[config.mk]
export PLATFORM = sky130hd
export DESIGN_NAME = nal_unit_stream_parser
export DESIGN_NICKNAME = d
export VERILOG_FILES = /design/src/hdl/nusp_pkg.sv /design/src/hdl/nal_unit_stream_parser.sv
export SDC_FILE = /design/constraint.sdc
export NUM_CORES = 1
export LEC_CHECK = 0
export BUFFER_PORTS_ARGS = -buffer_cell sky130_fd_sc_hd__buf_2
export CAP_MARGIN = 10
export CORE_MARGIN = 3
export CORE_UTILIZATION = 56
export DETAILED_ROUTE_END_ITERATION = 7
export PLACE_DENSITY = 0.79
export SKIP_LAST_GASP = 1
export SLEW_MARGIN = 30
export SYNTH_ARGS = -nofsm -noshare
export SYNTH_HDL_FRONTEND = slang
export SYNTH_SLANG_ARGS = --single-unit
[constraint.sdc]
create_clock -name clk -period 4.6 [get_ports clk]
set_input_delay 0.92 -clock clk [delete_from_list [all_inputs] [get_ports clk]]
set_output_delay 0.92 -clock clk [all_outputs]
set_load 0.01 [all_outputs]
[src/hdl/nusp_pkg.sv]
`timescale 1ns / 1ps
// ----------------------------------------------------------------------------
// nusp_pkg
// Types and constants shared by the Annex B NAL unit stream parser.
// ----------------------------------------------------------------------------
package nusp_pkg;

    // one byte of the Annex B stream
    typedef struct packed {
        logic [7:0] in_byte;
        logic       end_of_unit;
    } in_t;

    // one parsed result
    typedef struct packed {
        logic [7:0]  payload_byte;
        logic        byte_valid;
        logic        last;
        logic        forbidden_bit;
        logic [1:0]  ref_priority;
        logic [4:0]  unit_type;
        logic [1:0]  ext_kind;
        logic [22:0] ext_bits;
        logic        idr_picture;
        logic        depth_picture;
        logic [2:0]  header_length;
    } out_t;

    // parser phase, one-hot
    typedef enum logic [3:0] {
        PH_SEARCH  = 4'b0001,
        PH_HEADER  = 4'b0010,
        PH_EXT     = 4'b0100,
        PH_PAYLOAD = 4'b1000
    } phase_t;

    // extension kinds
    localparam logic [1:0] EXT_NONE = 2'd0;
    localparam logic [1:0] EXT_SVC  = 2'd1;
    localparam logic [1:0] EXT_MVC  = 2'd2;
    localparam logic [1:0] EXT_3DAVC = 2'd3;

    // NAL unit types of interest
    localparam logic [4:0] NT_IDR      = 5'd5;
    localparam logic [4:0] NT_PREFIX   = 5'd14;
    localparam logic [4:0] NT_SLICE_EXT = 5'd20;
    localparam logic [4:0] NT_DEPTH_EXT = 5'd21;

    // stream byte codes
    localparam logic [7:0] BYTE_ZERO = 8'h00;
    localparam logic [7:0] BYTE_ONE  = 8'h01;
    localparam logic [7:0] BYTE_EPB  = 8'h03;

    // header lengths
    localparam logic [2:0] HLEN_BASE  = 3'd1;
    localparam logic [2:0] HLEN_3DAVC = 3'd3;
    localparam logic [2:0] HLEN_EXT   = 3'd4;

endpackage

[src/hdl/nal_unit_stream_parser.sv]
`timescale 1ns / 1ps
// ----------------------------------------------------------------------------
// nal_unit_stream_parser
// Annex B byte stream parser: start code search, NAL and extension header
// parsing, emulation prevention removal.
// ----------------------------------------------------------------------------
// The parser takes one stream byte per clock and returns at most one result
// per byte, at a sustained rate of one byte per cycle while no result waits on
// out_ready. A byte passes an input register and then the parse logic into a
// result register, from which its result is presented. The input register
// holds one further byte while a result waits on out_ready. Bytes that give
// no result (start code search, header bytes, dropped 0x03) move on even
// while the result register is full. The end_of_unit flag, not a start code,
// closes a unit; the final result carries last, and a unit that ends on a
// header byte or a dropped 0x03 ends with a marker that has byte_valid low.
module nal_unit_stream_parser
(
    input  logic           clk,
    input  logic           rst_n,
    input  logic           in_valid,
    output logic           in_ready,
    input  nusp_pkg::in_t  in_data,
    output logic           out_valid,
    input  logic           out_ready,
    output nusp_pkg::out_t out_data
);
    import nusp_pkg::*;

    // input stage
    logic        in_valid_reg;
    in_t         in_data_reg;

    // parser state
    phase_t      phase_reg, phase_next;
    logic [1:0]  zero_run_reg, zero_run_next;
    logic [1:0]  header_index_reg, header_index_next;
    logic [7:0]  header_word_reg, header_word_next;
    logic [1:0]  ext_kind_reg, ext_kind_next;
    logic [22:0] ext_shift_reg, ext_shift_next;

    // result stage
    logic        res_valid_reg;
    out_t        res_reg;
    out_t        res_next;

    logic        produce;
    logic        advance;
    logic [7:0]  emit_byte;
    logic        emit_valid;
    logic        emit_last;
    logic [4:0]  cur_type;
    logic [4:0]  new_type;
    logic [1:0]  need;
    logic [7:0]  b;
    logic        eou;

    assign b   = in_data_reg.in_byte;
    assign eou = in_data_reg.end_of_unit;
    assign cur_type = header_word_reg[4:0];

    // parse logic
    always_comb
    begin
        phase_next        = phase_reg;
        zero_run_next     = zero_run_reg;
        header_index_next = header_index_reg;
        header_word_next  = header_word_reg;
        ext_kind_next     = ext_kind_reg;
        ext_shift_next    = ext_shift_reg;
        produce           = 1'b0;
        emit_byte         = BYTE_ZERO;
        emit_valid        = 1'b0;
        emit_last         = 1'b0;
        need              = 2'd3;
        case (phase_reg)
            PH_SEARCH:
            begin
                if (eou)
                begin
                    zero_run_next = 2'd0;
                end
                else if (b == BYTE_ZERO)
                begin
                    if (zero_run_reg < 2'd2)
                    begin
                        zero_run_next = zero_run_reg + 2'd1;
                    end
                end
                else if (b == BYTE_ONE && zero_run_reg >= 2'd2)
                begin
                    phase_next        = PH_HEADER;
                    zero_run_next     = 2'd0;
                    header_index_next = 2'd0;
                    header_word_next  = 8'd0;
                    ext_kind_next     = EXT_NONE;
                    ext_shift_next    = 23'd0;
                end
                else
                begin
                    zero_run_next = 2'd0;
                end
            end
            PH_HEADER:
            begin
                header_word_next  = b;
                header_index_next = 2'd0;
                zero_run_next     = 2'd0;
                if (b[4:0] inside {NT_PREFIX, NT_SLICE_EXT, NT_DEPTH_EXT})
                begin
                    phase_next = PH_EXT;
                end
                else
                begin
                    phase_next = PH_PAYLOAD;
                end
                if (eou)
                begin
                    produce    = 1'b1;
                    emit_last  = 1'b1;
                    phase_next = PH_SEARCH;
                end
            end
            PH_EXT:
            begin
                if (header_index_reg == 2'd0)
                begin
                    if (cur_type == NT_DEPTH_EXT)
                    begin
                        ext_kind_next = b[7] ? EXT_3DAVC : EXT_MVC;
                    end
                    else
                    begin
                        ext_kind_next = b[7] ? EXT_SVC : EXT_MVC;
                    end
                    ext_shift_next = {16'd0, b[6:0]};
                end
                else
                begin
                    ext_shift_next = {ext_shift_reg[14:0], b};
                end
                header_index_next = header_index_reg + 2'd1;
                need = (ext_kind_next == EXT_3DAVC) ? 2'd2 : 2'd3;
                if (header_index_next >= need)
                begin
                    phase_next    = PH_PAYLOAD;
                    zero_run_next = 2'd0;
                end
                if (eou)
                begin
                    produce       = 1'b1;
                    emit_last     = 1'b1;
                    phase_next    = PH_SEARCH;
                    zero_run_next = 2'd0;
                end
            end
            default:
            begin
                if (zero_run_reg >= 2'd2 && b == BYTE_EPB)
                begin
                    // emulation prevention byte dropped
                    zero_run_next = 2'd0;
                    if (eou)
                    begin
                        produce    = 1'b1;
                        emit_last  = 1'b1;
                        phase_next = PH_SEARCH;
                    end
                end
                else
                begin
                    if (b == BYTE_ZERO)
                    begin
                        if (zero_run_reg < 2'd2)
                        begin
                            zero_run_next = zero_run_reg + 2'd1;
                        end
                    end
                    else
                    begin
                        zero_run_next = 2'd0;
                    end
                    produce    = 1'b1;
                    emit_byte  = b;
                    emit_valid = 1'b1;
                    emit_last  = eou;
                    if (eou)
                    begin
                        phase_next    = PH_SEARCH;
                        zero_run_next = 2'd0;
                    end
                end
            end
        endcase
    end

    // result fields from the updated header state
    assign new_type = header_word_next[4:0];

    always_comb
    begin
        res_next.payload_byte  = emit_byte;
        res_next.byte_valid    = emit_valid;
        res_next.last          = emit_last;
        res_next.forbidden_bit = header_word_next[7];
        res_next.ref_priority  = header_word_next[6:5];
        res_next.unit_type     = new_type;
        res_next.ext_kind      = ext_kind_next;
        res_next.ext_bits      = ext_shift_next;
        res_next.idr_picture   = (new_type == NT_IDR);
        if (new_type == NT_DEPTH_EXT)
        begin
            res_next.depth_picture = (ext_kind_next == EXT_3DAVC) ? ext_shift_next[6] : 1'b1;
        end
        else
        begin
            res_next.depth_picture = 1'b0;
        end
        if (ext_kind_next == EXT_3DAVC)
        begin
            res_next.header_length = HLEN_3DAVC;
        end
        else if (ext_kind_next != EXT_NONE)
        begin
            res_next.header_length = HLEN_EXT;
        end
        else
        begin
            res_next.header_length = HLEN_BASE;
        end
    end

    // handshake between stages
    assign advance   = in_valid_reg && (!produce || !res_valid_reg || out_ready);
    assign in_ready  = !in_valid_reg || advance;
    assign out_valid = res_valid_reg;
    assign out_data  = res_reg;

    // input register
    always_ff @(posedge clk or negedge rst_n)
    begin
        if (!rst_n)
        begin
            in_valid_reg <= 1'b0;
        end
        else if (in_ready)
        begin
            in_valid_reg <= in_valid;
        end
    end

    always_ff @(posedge clk)
    begin
        if (in_valid && in_ready)
        begin
            in_data_reg <= in_data;
        end
    end

    // parser state registers
    always_ff @(posedge clk or negedge rst_n)
    begin
        if (!rst_n)
        begin
            phase_reg        <= PH_SEARCH;
            zero_run_reg     <= 2'd0;
            header_index_reg <= 2'd0;
            header_word_reg  <= 8'd0;
            ext_kind_reg     <= EXT_NONE;
            ext_shift_reg    <= 23'd0;
        end
        else if (advance)
        begin
            phase_reg        <= phase_next;
            zero_run_reg     <= zero_run_next;
            header_index_reg <= header_index_next;
            header_word_reg  <= header_word_next;
            ext_kind_reg     <= ext_kind_next;
            ext_shift_reg    <= ext_shift_next;
        end
    end

    // result register
    always_ff @(posedge clk or negedge rst_n)
    begin
        if (!rst_n)
        begin
            res_valid_reg <= 1'b0;
        end
        else if (advance && produce)
        begin
            res_valid_reg <= 1'b1;
        end
        else if (out_ready)
        begin
            res_valid_reg <= 1'b0;
        end
    end

    always_ff @(posedge clk)
    begin
        if (advance && produce)
        begin
            res_reg <= res_next;
        end
    end

    // checks
    a_marker_is_last: assert property (@(posedge clk) disable iff (!rst_n)
        out_valid && !out_data.byte_valid |-> out_data.last)
        else $error("end-only marker without last");

    a_zero_run_saturates: assert property (@(posedge clk) disable iff (!rst_n)
        zero_run_reg != 2'd3)
        else $error("zero run count past saturation");

    a_3davc_needs_type21: assert property (@(posedge clk) disable iff (!rst_n)
        ext_kind_reg == EXT_3DAVC |-> header_word_reg[4:0] == NT_DEPTH_EXT)
        else $error("3D-AVC extension on a unit type other than 21");

    a_input_held_on_stall: assert property (@(posedge clk) disable iff (!rst_n)
        in_valid_reg && !advance |=> in_valid_reg && $stable(in_data_reg))
        else $error("stalled request lost from input register");

endmodule
==> impl_summary.md <==
Critical path
The worst flop-to-flop path endpoint is out_data[24]. The minimum setup slack among reg-to-reg paths is 1.93 ns. The largest fanout on the critical path is 7.

The critical path data required time is 3.68 ns. The critical-path cell with the highest stage delay is sky130_fd_sc_hd__edfxtp_1. The nature of the critical path startpoint is a flip-flop. The reg-to-reg critical path startpoint is phase_reg[2].

The signal on the critical path passes through nor4_2, and2_1, a21oi_2, nand3_1, buf_2. The most critical setup path has its startpoint at b[7]. The worst setup path is captured at a primary output.

The largest incremental delay on the critical path is 0.56 ns. At the worst endpoint, the arrival time is 1.99 ns. The type of the worst setup path is reg -> out. The worst reg2reg path depth is 6.

GRT
The number of global-route vias before repair is 2,493. The first-pass GRT wire length is 12,700 µm. Entering global routing, the biggest net connects 44 pins. The number of antenna violations at the first check in global routing is 0. The total overflow left after global routing is 0. In the global route stage, overall resource usage came out at 19.2%.

Power
The worst vdd rail ir drop is 0.257 mV. The analysis attributes to cell leakage a power of 1.84 nW. The design draws 1.66 mW. For this design the ratio of total power to cell area is 343 mW/mm².

Synth
The post-synthesis adder-cell area fraction is 1.18%. The multiplexer share of the synthesized area is 3.62%. The area fraction in compound gates after synthesis is 16.4%. The predominant post-synthesis flop cell is sky130_fd_sc_hd__edfxtp_1. By area, the combinational part of the netlist is dominated by compound AO/OA/AOI/OAI gates. The synthesized netlist devotes 0.618% of its cell area to XOR and XNOR gates. After Yosys synthesis, and, or, nand and nor cells account for 9.21% of the synthesized area. Averaged over all synthesized cells, the footprint is 14.4 µm². For this run, the number of Yosys warnings is 0. Synthesis produced a netlist with a net count of 312. In the synthesized netlist the async set-or-reset flop fraction comes to 43.0%. Yosys mapped a number of flops with a built-in enable equal to 57.

The number of different library cells used by synthesis comes to 48. Counting flops and latches in the post-synthesis netlist gives 100. The sequential fraction of the synthesis area is 65.6%.

Synthesis produced a netlist whose cell count is 295. The cell area after technology mapping is 0.00425 mm².

Route
The detail-routed via count per cell is 5.79. After the first detailed-routing iteration, the DRC count stood at 156. The final routed wirelength across all metal layers is 7940 µm. The number of nets with antenna violations after detailed routing is 0. The vias after detailed routing is 2,657. The routed wirelength normalized by instance count is 17.3 µm. The first-pass detailed-route iteration total is 4. The number of remaining DRC errors is 0.

Timing
Based on the critical path, the design can be clocked at up to 343 MHz. The final max-slew violation count is 0. The number of hold violations in the final report was 0. Across the routed clock network, the largest skew measured is 0.0110 ns. The actual slew at the worst max-slew pin is 0.673 ns.

The total of endpoints with negative setup slack in the final report is 0. The worst hold slack is 0.516 ns. In the finished design, the share of the clock period the worst path needs comes to 63.4%.

The post-layout minimum cycle time is 2.91 ns. Across all setup checks in the final design, the least slack found is 1.69 ns. The total negative slack is 0 ns. The worst slew margin relative to its limit is 55.1%. Setup repair after global routing left no endpoint under its margin.

Floorplanning
The die is 93.2 µm tall. From left edge to right edge, the die measures 93.2 µm. The initialized floorplan defines 31 standard-cell rows.

During I/O placement, the number of pins put on the boundary was 63. The initial cell density of the core is 58.0%. The die area is 0.00868 mm². The area inside the core boundary is 0.00733 mm².

Placed design
At the placement stage, the worst setup path has a slack of 1.93 ns. At the end of routability-driven placement, the weighted congestion stood at 0.894. The total placed cells including tap cells is 443. The standard cell area after detailed placement is 0.00463 mm². The wire-length estimate of the detail-placed layout is 5170 µm. The number of port buffers is 62.

Final layout
The post-route cell area is 0.00482 mm². The number of diodes is 0. Once layout is complete, the utilization of the core stands at 65.7%.

The register with the most flip-flops in the layout has 48 of them. From synthesis to final layout, the design area changed by 13.3%. The ratio of cells with drive above 1 in the final layout is 30.3%. The number of fill cells is 560. The number of standard cells in the final layout excluding fillers is 459.

In the final layout, flip-flops and latches occupy 0.00279 mm². At the end of the flow, the number of nets in the layout was 372. The area taken by multi-input logic gates is 0.00133 mm².

CTS
The tree is rooted in a sky130_fd_sc_hd__clkbuf_8. The total of cells resized after clock tree synthesis is 0. The number of buffers added to fix hold violations after cts is 0. TritonCTS built the clock tree. The number of post-CTS setup repair buffers is 0. For this design, the sink count on the clock tree is 100. The number of buffers created by CTS is 9.

For the worst-skew pair, the clock arrives at the later sink with an insertion delay of 0.37 ns. The number of buffers between clock root and the deepest sink is 2. Clock-pin slew was measured on the worst setup and hold paths at 0.10 ns.

The number of levels in the clock H-tree is 3.

Hold path
The path with the worst hold slack has its endpoint at header_word_reg[5]. The path category of the worst min-delay check is reg -> reg. The startpoint identified for the worst hold timing path is header_word_reg[5].

Counting instances, the worst hold path has a depth of 1.

Flow run
The number of max-capacitance violations reported is 0.

Run status
The flow ran to the end, and the final reports show no timing, DRC or antenna violations.
layer usage:
metal	up-vias	track usage (%)	share of wire [%]
met2	74	31.4	49
li1	1242	-	-
met1	1332	25.6	45
met4	0	8.18	1.6
met3	9	2.98	4.8
met5	-	0	0
final cells by class:
class / instances / area share [%]
sequential: 100 / 57.9
multi-input combinational: 166 / 27.6
timing repair buffer: 65 / 6.96
clock buffer: 9 / 2.57
tap: 99 / 2.57
clock inverter: 7 / 1.40
inverter: 13 / 1.01
how the worst max path moves through the flow:
stage                   to  slack (ns)  cells after the start
5_1_grt           in_ready        1.53                      5
3_5_place_dp      in_ready        1.93                      4
4_1_cts           in_ready        1.68                      5
6_report          in_ready        1.69                      5
3_3_place_gp      in_ready        1.99                      4
2_1_floorplan  out_data[0]        0.87                      6
where the power goes:
group          leakage, nW  switching, mW  internal [mW]
registers             1.01         0.0255          0.983
logic                0.735         0.0705         0.0415
clock network       0.0958          0.323          0.212
total                 1.84          0.419           1.24
synthesized netlist by cell type, drive strengths merged (4+ instances only):
cell type   n  share of area (%)
edfxtp     57                 40
a22o       52                 11
dfrtp      42                 25
nor2       14                1.2
inv        13                1.1
and2       12                1.8
nand2      12                1.1
o21ai      11                1.3
mux2       10                2.9
buf         9                1.6
clkbuf      7               0.62
nand3       6               0.71
ha          4                1.2
nor4b       4                1.1
cell families after synthesis:
logic type                 count (synthesis)
muxes                                     13
DFF                                      100
and+or+nand+nor                           63
adders and majority gates                  4
xor gates and xnor gates                   3
AOI/OAI and AO/OA                         83
buffers and inverters                     29
critical path: cells and delay by family, from the launching register on:
| family | cells | cell delay, ns |
|---|---|---|
| compound gates | 1 | 0.14 |
| buf+inv | 1 | 0.15 |
| flops | 1 | 0.56 |
| simple gates | 3 | 0.78 |
placed cells by master (no fill, tap or decap), types with 3 or more instances in the layout:
cell type and n:
sky130_fd_sc_hd__o21ai_0 10, sky130_fd_sc_hd__buf_2 61, sky130_fd_sc_hd__a22o_1 52, sky130_fd_sc_hd__nand2b_1 3
sky130_fd_sc_hd__dfrtp_1 42, sky130_fd_sc_hd__buf_4 4, sky130_fd_sc_hd__a22oi_1 3, sky130_fd_sc_hd__nand2_1 12
sky130_fd_sc_hd__ha_1 4, sky130_fd_sc_hd__nand3_1 6, sky130_fd_sc_hd__nor2_1 12, sky130_fd_sc_hd__mux2i_1 3
sky130_fd_sc_hd__and2_1 12, sky130_fd_sc_hd__mux2_4 3, sky130_fd_sc_hd__clkbuf_8 9, sky130_fd_sc_hd__mux2_2 7
sky130_fd_sc_hd__edfxtp_1 57, sky130_fd_sc_hd__inv_1 11, sky130_fd_sc_hd__inv_8 3
Note: power is estimated with default switching activity, not from simulation.
